`src/sv/mcg_pkg.sv`:
```
// Shared constants and control types for the midpoint circle generator.
// No dependencies; used by mcg_walker, mcg_emit and the top level.
`default_nettype none

package mcg_pkg;

   // Default geometry.
   localparam int COORD_BITS_DEF  = 12;
   localparam int RADIUS_BITS_DEF = 11;

   // Midpoint decision constants.
   localparam int DEC_INIT     = 3;   // 3 - 2r at ring start
   localparam int DEC_INC_HOLD = 6;   // 4x + 6 when the major offset holds
   localparam int DEC_INC_MOVE = 10;  // 4(x - y) + 10 when it steps in

   // Request kinds carried in req_tuser.
   localparam logic ACT_START = 1'b0;
   localparam logic ACT_STEP  = 1'b1;

   // Number of symmetric points per step.
   localparam int OCTANTS = 8;

   // Walker to emitter: load a new burst of points.
   typedef struct packed {
      logic load;
      logic is_last;
   } step_ctl_type;

   // Emitter status seen by the top level.
   typedef struct packed {
      logic       busy;
      logic       pop;
      logic       done;
      logic [2:0] octant;
   } emit_stat_type;

endpackage

`default_nettype wire

```
`src/sv/mcg_walker.sv`:
```
// Circle state and midpoint update: latches start requests and advances offsets.
// Depends on mcg_pkg.
`default_nettype none

module mcg_walker #(
   parameter int COORD_BITS  = mcg_pkg::COORD_BITS_DEF,
   parameter int RADIUS_BITS = mcg_pkg::RADIUS_BITS_DEF
) (
   input  wire logic                     clock,
   input  wire logic                     reset,
   input  wire logic                     req_fire,
   input  wire logic                     action,
   input  wire logic [COORD_BITS-1:0]    center_x,
   input  wire logic [COORD_BITS-1:0]    center_y,
   input  wire logic [RADIUS_BITS-1:0]   radius,
   input  wire logic                     filled,
   output mcg_pkg::step_ctl_type         step_ctl,
   output logic      [COORD_BITS-1:0]    cur_cx,
   output logic      [COORD_BITS-1:0]    cur_cy,
   output logic      [RADIUS_BITS-1:0]   cur_minor,
   output logic      [RADIUS_BITS:0]     cur_major
);

   localparam int R = RADIUS_BITS;
   localparam int D = RADIUS_BITS + 5;

   logic [COORD_BITS-1:0] cx_ff, cx_in, cy_ff, cy_in;
   logic [R-1:0]          ring_ff, ring_in, minor_ff, minor_in;
   logic [R:0]            major_ff, major_in;
   logic [D-1:0]          dec_ff, dec_in;
   logic                  fill_ff, fill_in, busy_ff, busy_in;

   logic                  dec_neg;
   logic [R+1:0]          diff;
   logic [R+1:0]          x_next, y_next;
   logic [D-1:0]          dec_hold, dec_move;
   logic [R-1:0]          ring_dn;

   // Midpoint update terms
   always_comb begin
      dec_neg  = dec_ff[D-1];
      diff     = {2'b00, minor_ff} - {1'b0, major_ff};
      dec_hold = dec_ff + D'({minor_ff, 2'b00}) + D'(mcg_pkg::DEC_INC_HOLD);
      dec_move = dec_ff + {{(D-R-4){diff[R+1]}}, diff, 2'b00}
                 + D'(mcg_pkg::DEC_INC_MOVE);
      x_next   = {2'b00, minor_ff} + (R+2)'(1);
      y_next   = {1'b0, major_ff} - (R+2)'(!dec_neg);
      ring_dn  = ring_ff - R'(1);
   end

   // Next state
   always_comb begin
      cx_in    = cx_ff;
      cy_in    = cy_ff;
      ring_in  = ring_ff;
      minor_in = minor_ff;
      major_in = major_ff;
      dec_in   = dec_ff;
      fill_in  = fill_ff;
      busy_in  = busy_ff;
      step_ctl = '0;
      priority if (req_fire && action == mcg_pkg::ACT_START) begin
         cx_in    = center_x;
         cy_in    = center_y;
         fill_in  = filled;
         ring_in  = radius;
         minor_in = '0;
         major_in = {1'b0, radius};
         dec_in   = D'(mcg_pkg::DEC_INIT) - D'({radius, 1'b0});
         busy_in  = !(filled && radius == '0);
      end else if (req_fire && busy_ff) begin
         step_ctl.load = 1'b1;
         dec_in = dec_neg ? dec_hold : dec_move;
         if ($signed(x_next) <= $signed(y_next)) begin
            minor_in = x_next[R-1:0];
            major_in = y_next[R:0];
         end else if (fill_ff && ring_ff > R'(1)) begin
            ring_in  = ring_dn;
            minor_in = '0;
            major_in = {1'b0, ring_dn};
            dec_in   = D'(mcg_pkg::DEC_INIT) - D'({ring_dn, 1'b0});
         end else begin
            busy_in          = 1'b0;
            step_ctl.is_last = 1'b1;
         end
      end else begin
         busy_in = busy_ff;
      end
   end

   // Control state
   always_ff @(posedge clock) begin
      if (reset) begin
         busy_ff  <= 1'b0;
         fill_ff  <= 1'b0;
         ring_ff  <= '0;
         minor_ff <= '0;
         major_ff <= '0;
         dec_ff   <= '0;
         cx_ff    <= '0;
         cy_ff    <= '0;
      end else begin
         busy_ff  <= busy_in;
         fill_ff  <= fill_in;
         ring_ff  <= ring_in;
         minor_ff <= minor_in;
         major_ff <= major_in;
         dec_ff   <= dec_in;
         cx_ff    <= cx_in;
         cy_ff    <= cy_in;
      end
   end

   assign cur_cx    = cx_ff;
   assign cur_cy    = cy_ff;
   assign cur_minor = minor_ff;
   assign cur_major = major_ff;

endmodule

`default_nettype wire

```
`src/sv/mcg_emit.sv`:
```
// Point buffer: forms the eight symmetric points of one step and sends them in order.
// Depends on mcg_pkg.
`default_nettype none

module mcg_emit #(
   parameter int COORD_BITS  = mcg_pkg::COORD_BITS_DEF,
   parameter int RADIUS_BITS = mcg_pkg::RADIUS_BITS_DEF
) (
   input  wire logic                       clock,
   input  wire logic                       reset,
   input  wire mcg_pkg::step_ctl_type      step_ctl,
   input  wire logic   [COORD_BITS-1:0]    cur_cx,
   input  wire logic   [COORD_BITS-1:0]    cur_cy,
   input  wire logic   [RADIUS_BITS-1:0]   cur_minor,
   input  wire logic   [RADIUS_BITS:0]     cur_major,
   input  wire logic                       out_ready,
   output logic                            out_valid,
   output logic signed [COORD_BITS+1:0]    out_x,
   output logic signed [COORD_BITS+1:0]    out_y,
   output logic        [2:0]               out_octant,
   output logic                            out_last,
   output mcg_pkg::emit_stat_type          stat
);

   localparam int P = COORD_BITS + 2;

   logic [P-1:0] px_ff [mcg_pkg::OCTANTS];
   logic [P-1:0] py_ff [mcg_pkg::OCTANTS];
   logic [P-1:0] px_in [mcg_pkg::OCTANTS];
   logic [P-1:0] py_in [mcg_pkg::OCTANTS];
   logic [P-1:0] cxw, cyw, xw, yw;
   logic         valid_ff, valid_in, last_ff, last_in;
   logic [2:0]   oct_ff, oct_in;
   logic         pop, done;

   // Eight symmetric points, wrapped to the point width
   always_comb begin
      cxw = P'(cur_cx);
      cyw = P'(cur_cy);
      xw  = P'(cur_minor);
      yw  = P'(cur_major);
      px_in[0] = cxw + xw;  py_in[0] = cyw + yw;
      px_in[1] = cxw - xw;  py_in[1] = cyw + yw;
      px_in[2] = cxw + xw;  py_in[2] = cyw - yw;
      px_in[3] = cxw - xw;  py_in[3] = cyw - yw;
      px_in[4] = cxw + yw;  py_in[4] = cyw + xw;
      px_in[5] = cxw - yw;  py_in[5] = cyw + xw;
      px_in[6] = cxw + yw;  py_in[6] = cyw - xw;
      px_in[7] = cxw - yw;  py_in[7] = cyw - xw;
   end

   // Sequencer: advance one octant per taken result
   always_comb begin
      pop      = valid_ff && out_ready;
      done     = pop && oct_ff == 3'd7;
      valid_in = valid_ff;
      last_in  = last_ff;
      oct_in   = oct_ff;
      if (pop) begin
         oct_in = oct_ff + 3'd1;
      end
      if (done) begin
         valid_in = 1'b0;
      end
      if (step_ctl.load) begin
         valid_in = 1'b1;
         last_in  = step_ctl.is_last;
         oct_in   = '0;
      end
   end

   always_ff @(posedge clock) begin
      if (reset) begin
         valid_ff <= 1'b0;
         last_ff  <= 1'b0;
         oct_ff   <= '0;
      end else begin
         valid_ff <= valid_in;
         last_ff  <= last_in;
         oct_ff   <= oct_in;
      end
   end

   // Hold point payload until the next step loads
   always_ff @(posedge clock) begin
      if (step_ctl.load) begin
         px_ff <= px_in;
         py_ff <= py_in;
      end
   end

   assign out_valid   = valid_ff;
   assign out_x       = px_ff[oct_ff];
   assign out_y       = py_ff[oct_ff];
   assign out_octant  = oct_ff;
   assign out_last    = last_ff && oct_ff == 3'd7;
   assign stat.busy   = valid_ff;
   assign stat.pop    = pop;
   assign stat.done   = done;
   assign stat.octant = oct_ff;

endmodule

`default_nettype wire

```
`src/sv/midpoint_circle_generator_core.sv`:
```
// Midpoint circle generator: usage notes
//
// Request channel (req_*): req_tuser selects the kind, start (0) or step (1).
// A start latches center, radius and filled mode from req_tdata and returns
// nothing; a start while a circle is running restarts it. A step returns the
// eight symmetric points of the current offset pair, then updates the offsets.
// A step while idle returns nothing. Filled mode walks rings from the radius
// down to 1; rsp_tlast marks the final point of the circle or disk.
// Response channel (rsp_*): one point per transfer, octants 0..7 in order.
// Latency: the first point of a step is valid the cycle after it is accepted.
// Flow: steps share the single response port that carries their eight
// points; a new request is taken in the same cycle that the eighth point
// leaves, so steps flow with no gap. Starts are taken whenever the point
// buffer is free or draining its last point.
// Reset (synchronous, active high) leaves the generator idle and the point
// buffer empty. When the receiver stalls, the current point holds and
// req_tready stays low until the buffered step is drained.
// Depends on mcg_pkg, mcg_walker and mcg_emit.
`default_nettype none

module midpoint_circle_generator_core #(
   parameter int COORD_BITS  = mcg_pkg::COORD_BITS_DEF,
   parameter int RADIUS_BITS = mcg_pkg::RADIUS_BITS_DEF,
   localparam int IN_W  = ((2*COORD_BITS + RADIUS_BITS + 1 + 7) / 8) * 8,
   localparam int OUT_W = ((2*(COORD_BITS + 2) + 3 + 7) / 8) * 8
) (
   input  wire logic             clock,
   input  wire logic             reset,
   // center_x, center_y, radius, filled (lowest bits first), zero padded
   input  wire logic [IN_W-1:0]  req_tdata,
   // action: start or step
   input  wire logic             req_tuser,
   input  wire logic             req_tvalid,
   output logic                  req_tready,
   // point_x, point_y, octant (lowest bits first), zero padded
   output logic [OUT_W-1:0]      rsp_tdata,
   output logic                  rsp_tlast,
   output logic                  rsp_tvalid,
   input  wire logic             rsp_tready
);

   localparam int C = COORD_BITS;
   localparam int R = RADIUS_BITS;
   localparam int P = COORD_BITS + 2;

   mcg_pkg::step_ctl_type  step_ctl;
   mcg_pkg::emit_stat_type stat;
   logic                   req_fire;
   logic [C-1:0]           cur_cx, cur_cy;
   logic [R-1:0]           cur_minor;
   logic [R:0]             cur_major;
   logic signed [P-1:0]    pt_x, pt_y;
   logic [2:0]             pt_oct;

   // Take a request when the point buffer is free or emptying
   assign req_tready = !stat.busy || stat.done;
   assign req_fire   = req_tvalid && req_tready;

   mcg_walker #(
      .COORD_BITS  (COORD_BITS),
      .RADIUS_BITS (RADIUS_BITS)
   ) u_walker (
      .clock     (clock),
      .reset     (reset),
      .req_fire  (req_fire),
      .action    (req_tuser),
      .center_x  (req_tdata[C-1:0]),
      .center_y  (req_tdata[2*C-1:C]),
      .radius    (req_tdata[2*C+R-1:2*C]),
      .filled    (req_tdata[2*C+R]),
      .step_ctl  (step_ctl),
      .cur_cx    (cur_cx),
      .cur_cy    (cur_cy),
      .cur_minor (cur_minor),
      .cur_major (cur_major)
   );

   mcg_emit #(
      .COORD_BITS  (COORD_BITS),
      .RADIUS_BITS (RADIUS_BITS)
   ) u_emit (
      .clock      (clock),
      .reset      (reset),
      .step_ctl   (step_ctl),
      .cur_cx     (cur_cx),
      .cur_cy     (cur_cy),
      .cur_minor  (cur_minor),
      .cur_major  (cur_major),
      .out_ready  (rsp_tready),
      .out_valid  (rsp_tvalid),
      .out_x      (pt_x),
      .out_y      (pt_y),
      .out_octant (pt_oct),
      .out_last   (rsp_tlast),
      .stat       (stat)
   );

   // Pack the response
   assign rsp_tdata = OUT_W'({pt_oct, pt_y, pt_x});

   // A step is never accepted over points still waiting to leave
   a_no_overrun: assert property (@(posedge clock) disable iff (reset)
      (req_fire && step_ctl.load) |-> (!stat.busy || stat.done))
      else $error("step loaded over undrained points");

   // The last flag only rides on the eighth point
   a_last_octant: assert property (@(posedge clock) disable iff (reset)
      (rsp_tvalid && rsp_tlast) |-> (stat.octant == 3'd7))
      else $error("last flag on a point other than the eighth");

   // A fresh burst always starts at octant zero
   a_burst_start: assert property (@(posedge clock) disable iff (reset)
      step_ctl.load |=> (rsp_tvalid && stat.octant == 3'd0))
      else $error("burst did not start at octant zero");

   // A stalled point keeps its octant
   a_stall_hold: assert property (@(posedge clock) disable iff (reset)
      (rsp_tvalid && !rsp_tready) |=> (rsp_tvalid && $stable(stat.octant)))
      else $error("octant moved while stalled");

endmodule

`default_nettype wire

```
`config.mk`:
```
export PLATFORM = sky130hd
export DESIGN_NAME = midpoint_circle_generator_core
export DESIGN_NICKNAME = d
export VERILOG_FILES = /design/src/sv/mcg_pkg.sv /design/src/sv/mcg_walker.sv /design/src/sv/mcg_emit.sv /design/src/sv/midpoint_circle_generator_core.sv
export SDC_FILE = /design/constraint.sdc
export NUM_CORES = 1
export LEC_CHECK = 0
export ABC_CLOCK_PERIOD_IN_PS = 4800
export BUFFER_PORTS_ARGS = -buffer_cell sky130_fd_sc_hd__buf_2
export CORE_MARGIN = 2
export CORE_UTILIZATION = 30
export CTS_CLUSTER_SIZE = 28
export DETAILED_ROUTE_END_ITERATION = 8
export PLACE_DENSITY = 0.44
export SLEW_MARGIN = 25
export SYNTH_ARGS = -nofsm -noshare
export SYNTH_HDL_FRONTEND = slang
export SYNTH_SLANG_ARGS = --single-unit
export TNS_END_PERCENT = 50
```
`constraint.sdc`:
```
create_clock -name clock -period 4.8 [get_ports clock]
set_input_delay 0.96 -clock clock [delete_from_list [all_inputs] [get_ports clock]]
set_output_delay 0.96 -clock clock [all_outputs]
set_load 0.02 [all_outputs]
```
# Word level (Yosys, flattened, before mapping)
# Index checks and enable logic that the tools add are counted.
[totals]
register_bits = 193
inputBits = 45
word_cells = 102
[op_classes]
n_addsub = 19
n_lt_le_gt_ge = 3
eq_ne = 3
muxes = 31
bitwise = 2
n_reduce_logical = 24
[op_table]
columns = ["op", "n"]
rows = [
  ["$mux 11", 8],
  ["$bmux 14 s3", 2],
  ["$mux 16", 5],
  ["$mux 14", 4],
  ["$add 12x11->13", 2],
  ["$add 12x12->13", 2],
  ["$sub 12x11->13", 2],
  ["$sub 12x12->13", 2],
  ["$sub 2x12->13 const A", 2],
  ["$mux 12", 2],
  ["$add 16x13->16", 1],
  ["$add 16x16->16", 1],
  ["$add 16x3->16 const B", 1],
  ["$add 16x4->16 const B", 1],
  ["$le 13x13->1", 1],
  ["$sub 11x12->13", 1],
  ["$sub 12x1->13", 1],
  ["$add 11x1->12 const B", 1],
  ["$gt 11x1->1 const B", 1],
  ["$logic_not 11->1", 1],
  ["$sub 11x1->11 const B", 1],
  ["$logic_and 1x1->1", 8],
  ["$mux 1", 8],
  ["$reduce_bool 2->1", 4],
  ["13 further kinds", 20],
]

# Logic depth before layout (Yosys ltp)
[depth]
depth_word = 8
mapped_depth = 19

# Modules after synthesis
# From an unflattened synthesis, not the netlist that was laid out.
[unflattened]
cells_unflattened = 1670
hier_area_um2 = 14853.0
[modules_own_cells]
columns = ["mod", "n_inst", "cells_per_inst", "area_each_um2"]
rows = [
  ["mcg_emit", 1, 792, 8236.6],
  ["mcg_walker", 1, 874, 6582.6],
  ["midpoint_circle_generator_core", 1, 4, 33.8],
]

# Least setup slack after synthesis
# No wires, ideal clock.
[synth_path]
path_type = "input -> register"
from = "input rsp_tready"
to = "register u_walker.dec_ff[2]"
arrival_time_ps = 4716
path_slack_ps = -53
path_stages = 6
path_buffers = 0
cell_sequence = "a21bo_2 and3_1 nand2_1 clkinv_1 a222oi_1 nor2_1"
[synth_between]
elab_chain_cells = 6
word_cells_on_any_way = 8
[synth_lines]
columns = ["element", "line", "rtl"]
rows = [
  ["start, declared", "midpoint_circle_generator_core.sv:39", "input wire logic rsp_tready"],
  ["$logic_and 1x1->1 (*)", "mcg_emit.sv:54", "pop = valid_ff && out_ready;"],
  ["$logic_and 1x1->1 (*)", "mcg_emit.sv:55", "done = pop && oct_ff == 3'd7;"],
  ["$logic_or 1x1->1 (*)", "midpoint_circle_generator_core.sv:56", "assign req_tready = !stat.busy || stat.done;"],
  ["$logic_and 1x1->1 (*)", "midpoint_circle_generator_core.sv:57", "assign req_fire = req_tvalid && req_tready;"],
  ["$logic_and 1x1->1 (on tied branches)", "mcg_walker.sv:62, mcg_walker.sv:71", ""],
  ["$mux 16 or $reduce_bool 2->1 (tied branches)", "n/a", ""],
  ["end signal, assigned", "mcg_walker.sv:108", "dec_ff <= dec_in;"],
  ["end, declared", "mcg_walker.sv:30", "logic [D-1:0] dec_ff, dec_in;"],
]
# Mark *: on every way between the ends. The rest lies on a longest branch, timed or not.
# A chain may end at the register's enable or synchronous reset.

# Worst setup path after layout
[layout_path]
from = "register u_walker.minor_ff[0] (netlist: u_walker.cur_minor[0])"
to = "register u_walker.dec_ff[14]"
[layout_between]
elab_chain_cells = 8
word_cells_on_any_way = 12
[layout_lines]
columns = ["element", "line", "rtl"]
rows = [
  ["start, declared", "mcg_walker.sv:28", "logic [R-1:0] ring_ff, ring_in, minor_ff, minor_in;"],
  ["start signal, assigned", "mcg_walker.sv:106", "minor_ff <= minor_in;"],
  ["$sub 11x12->13", "mcg_walker.sv:42", "diff = {2'b00, minor_ff} - {1'b0, major_ff};"],
  ["$add 16x16->16", "mcg_walker.sv:44", "dec_move = dec_ff + {{(D-R-4){diff[R+1]}}, diff, 2'b00}"],
  ["$add 16x4->16", "mcg_walker.sv:45", "+ D'(mcg_pkg::DEC_INC_MOVE);"],
  ["$mux 16", "mcg_walker.sv:73", "dec_in = dec_neg ? dec_hold : dec_move;"],
  ["$mux 16", "mcg_walker.sv:77", "end else if (fill_ff && ring_ff > R'(1)) begin"],
  ["$mux 16 (*)", "mcg_walker.sv:74", "if ($signed(x_next) <= $signed(y_next)) begin"],
  ["$mux 16 (*)", "mcg_walker.sv:71", "end else if (req_fire && busy_ff) begin"],
  ["$mux 16 (*)", "mcg_walker.sv:62", "priority if (req_fire && action == mcg_pkg::ACT_START) begin"],
]
# Mark *: on every way between the ends. The rest lies on a longest branch, timed or not. The select of a mux whose other input is x is not followed.

==> summary.md <==
| Metric | Value |
|---|---|
| Worst hold margin | `0.473 ns` |
| Setup repair bufs after CTS | `0` |
| Core Area | `about 47000 um2` |
| DRT iter0 DRCs | `773` |
| #FFs+latches synth | `180` |
| Post-placement cell count | `roughly 2200` |
| Worst endpoint required time | `5.18 ns` |
| DRT antenna net count | `0` |
| GRT Util Overall | `17.6%` |
| Mean Syn Cell Area | `approximately 9.3 um2` |
| I/O pins | `80` |
| Wire length on met2 | `20.0 mm` |
| Dpl hpwl | `~33 mm` |
| EDFF count, synth | `100` |
| Cells after Synth | `1522` |
| Worst-path clk slew | `0.07 ns` |
| Crit-path slowest cell | `a2111oi_0` |
| Worst path bufs/invs | `1` |
| Most frequent CP cell | `ha_1` |
| Failing checks | `DRC` |
| Initial Util | `30.4%` |
| Uppermost layer routed | `met4` |
| Fmax | `0.230 GHz` |
| Endpoints failing hold | `0` |
| Tightest Pin Transition | `0.831 ns` |
| Top post-synthesis cells by area | `edfxtp_1 (21%), ha_1 (15%), dfxtp_1 (11%)` |
| Leading area contributor after synthesis | `edfxtp_1` |
| Setup crit start | `u_walker.cur_minor[0]` |
| Worst rel slew slack | `44.2%` |
| Largest net degree at the start of global routing | `60` |
| Die Span Y | `between 200 and 250 um` |
| Drt via density | `5.16` |
| Leak pwr | `about 6.8 nW` |
| Syn. warnings | `0` |
| FF+latch area | `between 4000 and 5000 um2` |
| Row count | `between 70 and 80` |
| First-pass GRT wire length | `about 66 mm` |
| Share of post-route cells with drive strength above 1 | `13.0%` |
| Multi-input gate area | `between 8000 and 9000 um2` |
| Vias in the first global route | `roughly 12000` |
| RSZ-0062 raised after global routing | `false` |
| Nets | `1824` |
| Drt pass-1 iters | `7` |
| Sink Count | `180` |
| Post_cts resized | `0` |
| Root buf cell | `clkbuf_16` |
| Via count | `~11000` |
| Final setup fails | `0` |
| Met3 WL | `1.62 mm` |
| Seq/Total Area, Yosys | `roughly 32%` |
| Critical path launch point type | `flop` |
| Cts bufs inserted | `17` |
| Clk_skew | `between 0.01 and 0.015 ns` |
| Final min period | `between 4 and 5 ns` |
| Top_reg_cell synth | `edfxtp_1` |
| WL per Instance | `approximately 19 um` |
| Worst-path fanout max | `4` |
| Filler cell count in the final layout | `4839` |
| CP Cell Sequence | `inv_1 > ha_1 > fa_1 > nor2b_1 > o31a_1 > o21ai_1 > a21boi_2 > a21oi_1 > ha_1 > ha_1 > nor4_1 > o21ai_1 > a41o_1 > a2111oi_0 > a21o_1 > o2bb2ai_1 > a311o_1 > a21oi_1` |
| Placed inst area | `15400 um2` |
| IO Port Bufs | `between 70 and 80` |
| DIE WIDTH | `222 um` |
| Finished Layout Cells | `2217` |
| Post-layout util | `34.3%` |
| Clock Latency Late Sink | `~0.49 ns` |
| Commonest cells in the netlist | `ha_1 (173), nand2_1 (129), a21oi_1 (116)` |
| Status | `complete, but fails checks` |
| Synth async-reset ratio | `0%` |
| Family with the most delay on the worst path | `compound AO/OA/AOI/OAI gates` |
| Die area | `49100 um2` |
| Total negative setup slack | `0 ns` |
| Syn Nets | `1751` |
| Post-synth cell types | `82` |
| Final instance area | `16000 um2` |
| Crit. End Element | `flop` |
| CTS tree | `yes` |
| Count leader, synth | `ha_1` |
| CTS HTree Levels | `4` |
| Max Cap Viol | `0` |
| Pwr dens | `just under 300 nW/um2` |
| Crit path arrival time | `around 4.7 ns` |
| Syn-to-layout area delta | `12.7%` |
| Initial antenna violation count | `1` |
| GRT Residual Overflow | `0` |
| Hold buffer count at CTS | `0` |
| DRC Markers | `20` |
| CP max stage delay | `0.45 ns` |
| Area of the mapped netlist | `14200 um2` |
| Hold_sp | `u_walker.fill_ff` |
| Period Utilization, post-route | `90.4%` |
| Met1 Wirelength | `20.0 mm` |
| Maximum VDD drop | `0.271 mV` |
| Synth top area share | `21.2%` |
| CTS Buffer Depth | `2` |
| Routability cong. | `0.871` |
| Worst reg2reg path startpoint | `u_walker.cur_minor[0]` |
| Max-slew violations | `0` |
| CP Class | `reg2reg` |
| HP Class | `reg2reg` |
| Final wirelength | `42.4 mm` |
[placed cells by master (no fill, tap or decap), types with 22 or more instances in the layout]
cell type  instances
a21o_1            29
a21oi_1          115
buf_2             74
buf_4             51
dfxtp_1           79
edfxtp_1         100
ha_1             173
inv_1            111
mux2i_1           22
mux4_2            22
nand2_1          129
nand3_1           34
nor2_1           102
nor3_1            45
o21ai_0           41
o21bai_1          29
xnor2_1          114
xor2_1            27
[metal layers]
| metal | vias up | global-route usage (%) |
|---|---|---|
| met1 | 5504 | 23.2 |
| met2 | 233 | 29.5 |
| met3 | 39 | 2.60 |
| li1 | 5659 | - |
| met5 | - | 0 |
| met4 | 0 | 5.99 |
[tightest hold or removal path, cell delays in order (launching register included)]
cell and delay, ns:
dfxtp_1 0.31, nand2_1 0.06, a21oi_1 0.06
[metrics by stage]
stage | total power, mW | setup slack [ns]
CTS | 4.77 | 0.234
global route | 4.99 | 0.0780
global placement | 3.34 | 0.342
finish | 4.70 | 0.461
floorplan | 2.92 | 0.741
detailed placement | 3.35 | 0.234
[cells by family after synthesis]
| kind of cell | synth area share, % |
|---|---|
| other | 0.0264 |
| AND/OR/NAND/NOR | 13.5 |
| AO/OA/AOI/OAI | 18.3 |
| buffers and inverters | 5.02 |
| flip-flops | 32.4 |
| XOR/XNOR | 8.70 |
| multiplexers | 5.20 |
| adder cells (fa/ha/maj) | 16.8 |
[report_power, final]
group	leakage, nW	total (mW)	internal [mW]	switching [mW]
clock	0.272	1.38	0.687	0.693
sequential	1.56	1.78	1.72	0.0589
combinational	4.95	1.54	0.640	0.898
total	6.78	4.70	3.05	1.65
[registers in the layout (all words and copies together), names as in the netlist]
register and flops:
u_walker.ring_ff 11, u_emit.last_ff 1, u_emit.out_octant 3, u_walker.busy_ff 1, u_emit.py_ff 50, u_walker.cur_major 12
u_emit.out_valid 1, u_walker.cur_cx 12, u_walker.cur_minor 11, u_walker.fill_ff 1, u_walker.cur_cy 12, u_emit.px_ff 50
u_walker.dec_ff 15
[path summary, 6_finish.rpt]
check                                            to  slack [ns]  cells after the start
worst max register to register  u_walker.dec_ff[14]        0.46                     18
worst max-delay path            u_walker.dec_ff[14]        0.46                     18
worst min register to register     u_walker.fill_ff        0.47                      2
worst min-delay path               u_walker.fill_ff        0.47                      2
[area by class of cell]
type | instances | area share [%]
multi-input combinational | 1159 | 55.6
clock inverter | 14 | 0.735
sequential | 180 | 28.8
antenna | 2 | 0.0313
clock buffer | 18 | 2.75
timing repair buffer | 125 | 4.71
tap | 607 | 4.75
inverter | 112 | 2.64
(Power assumes the default switching activity.)
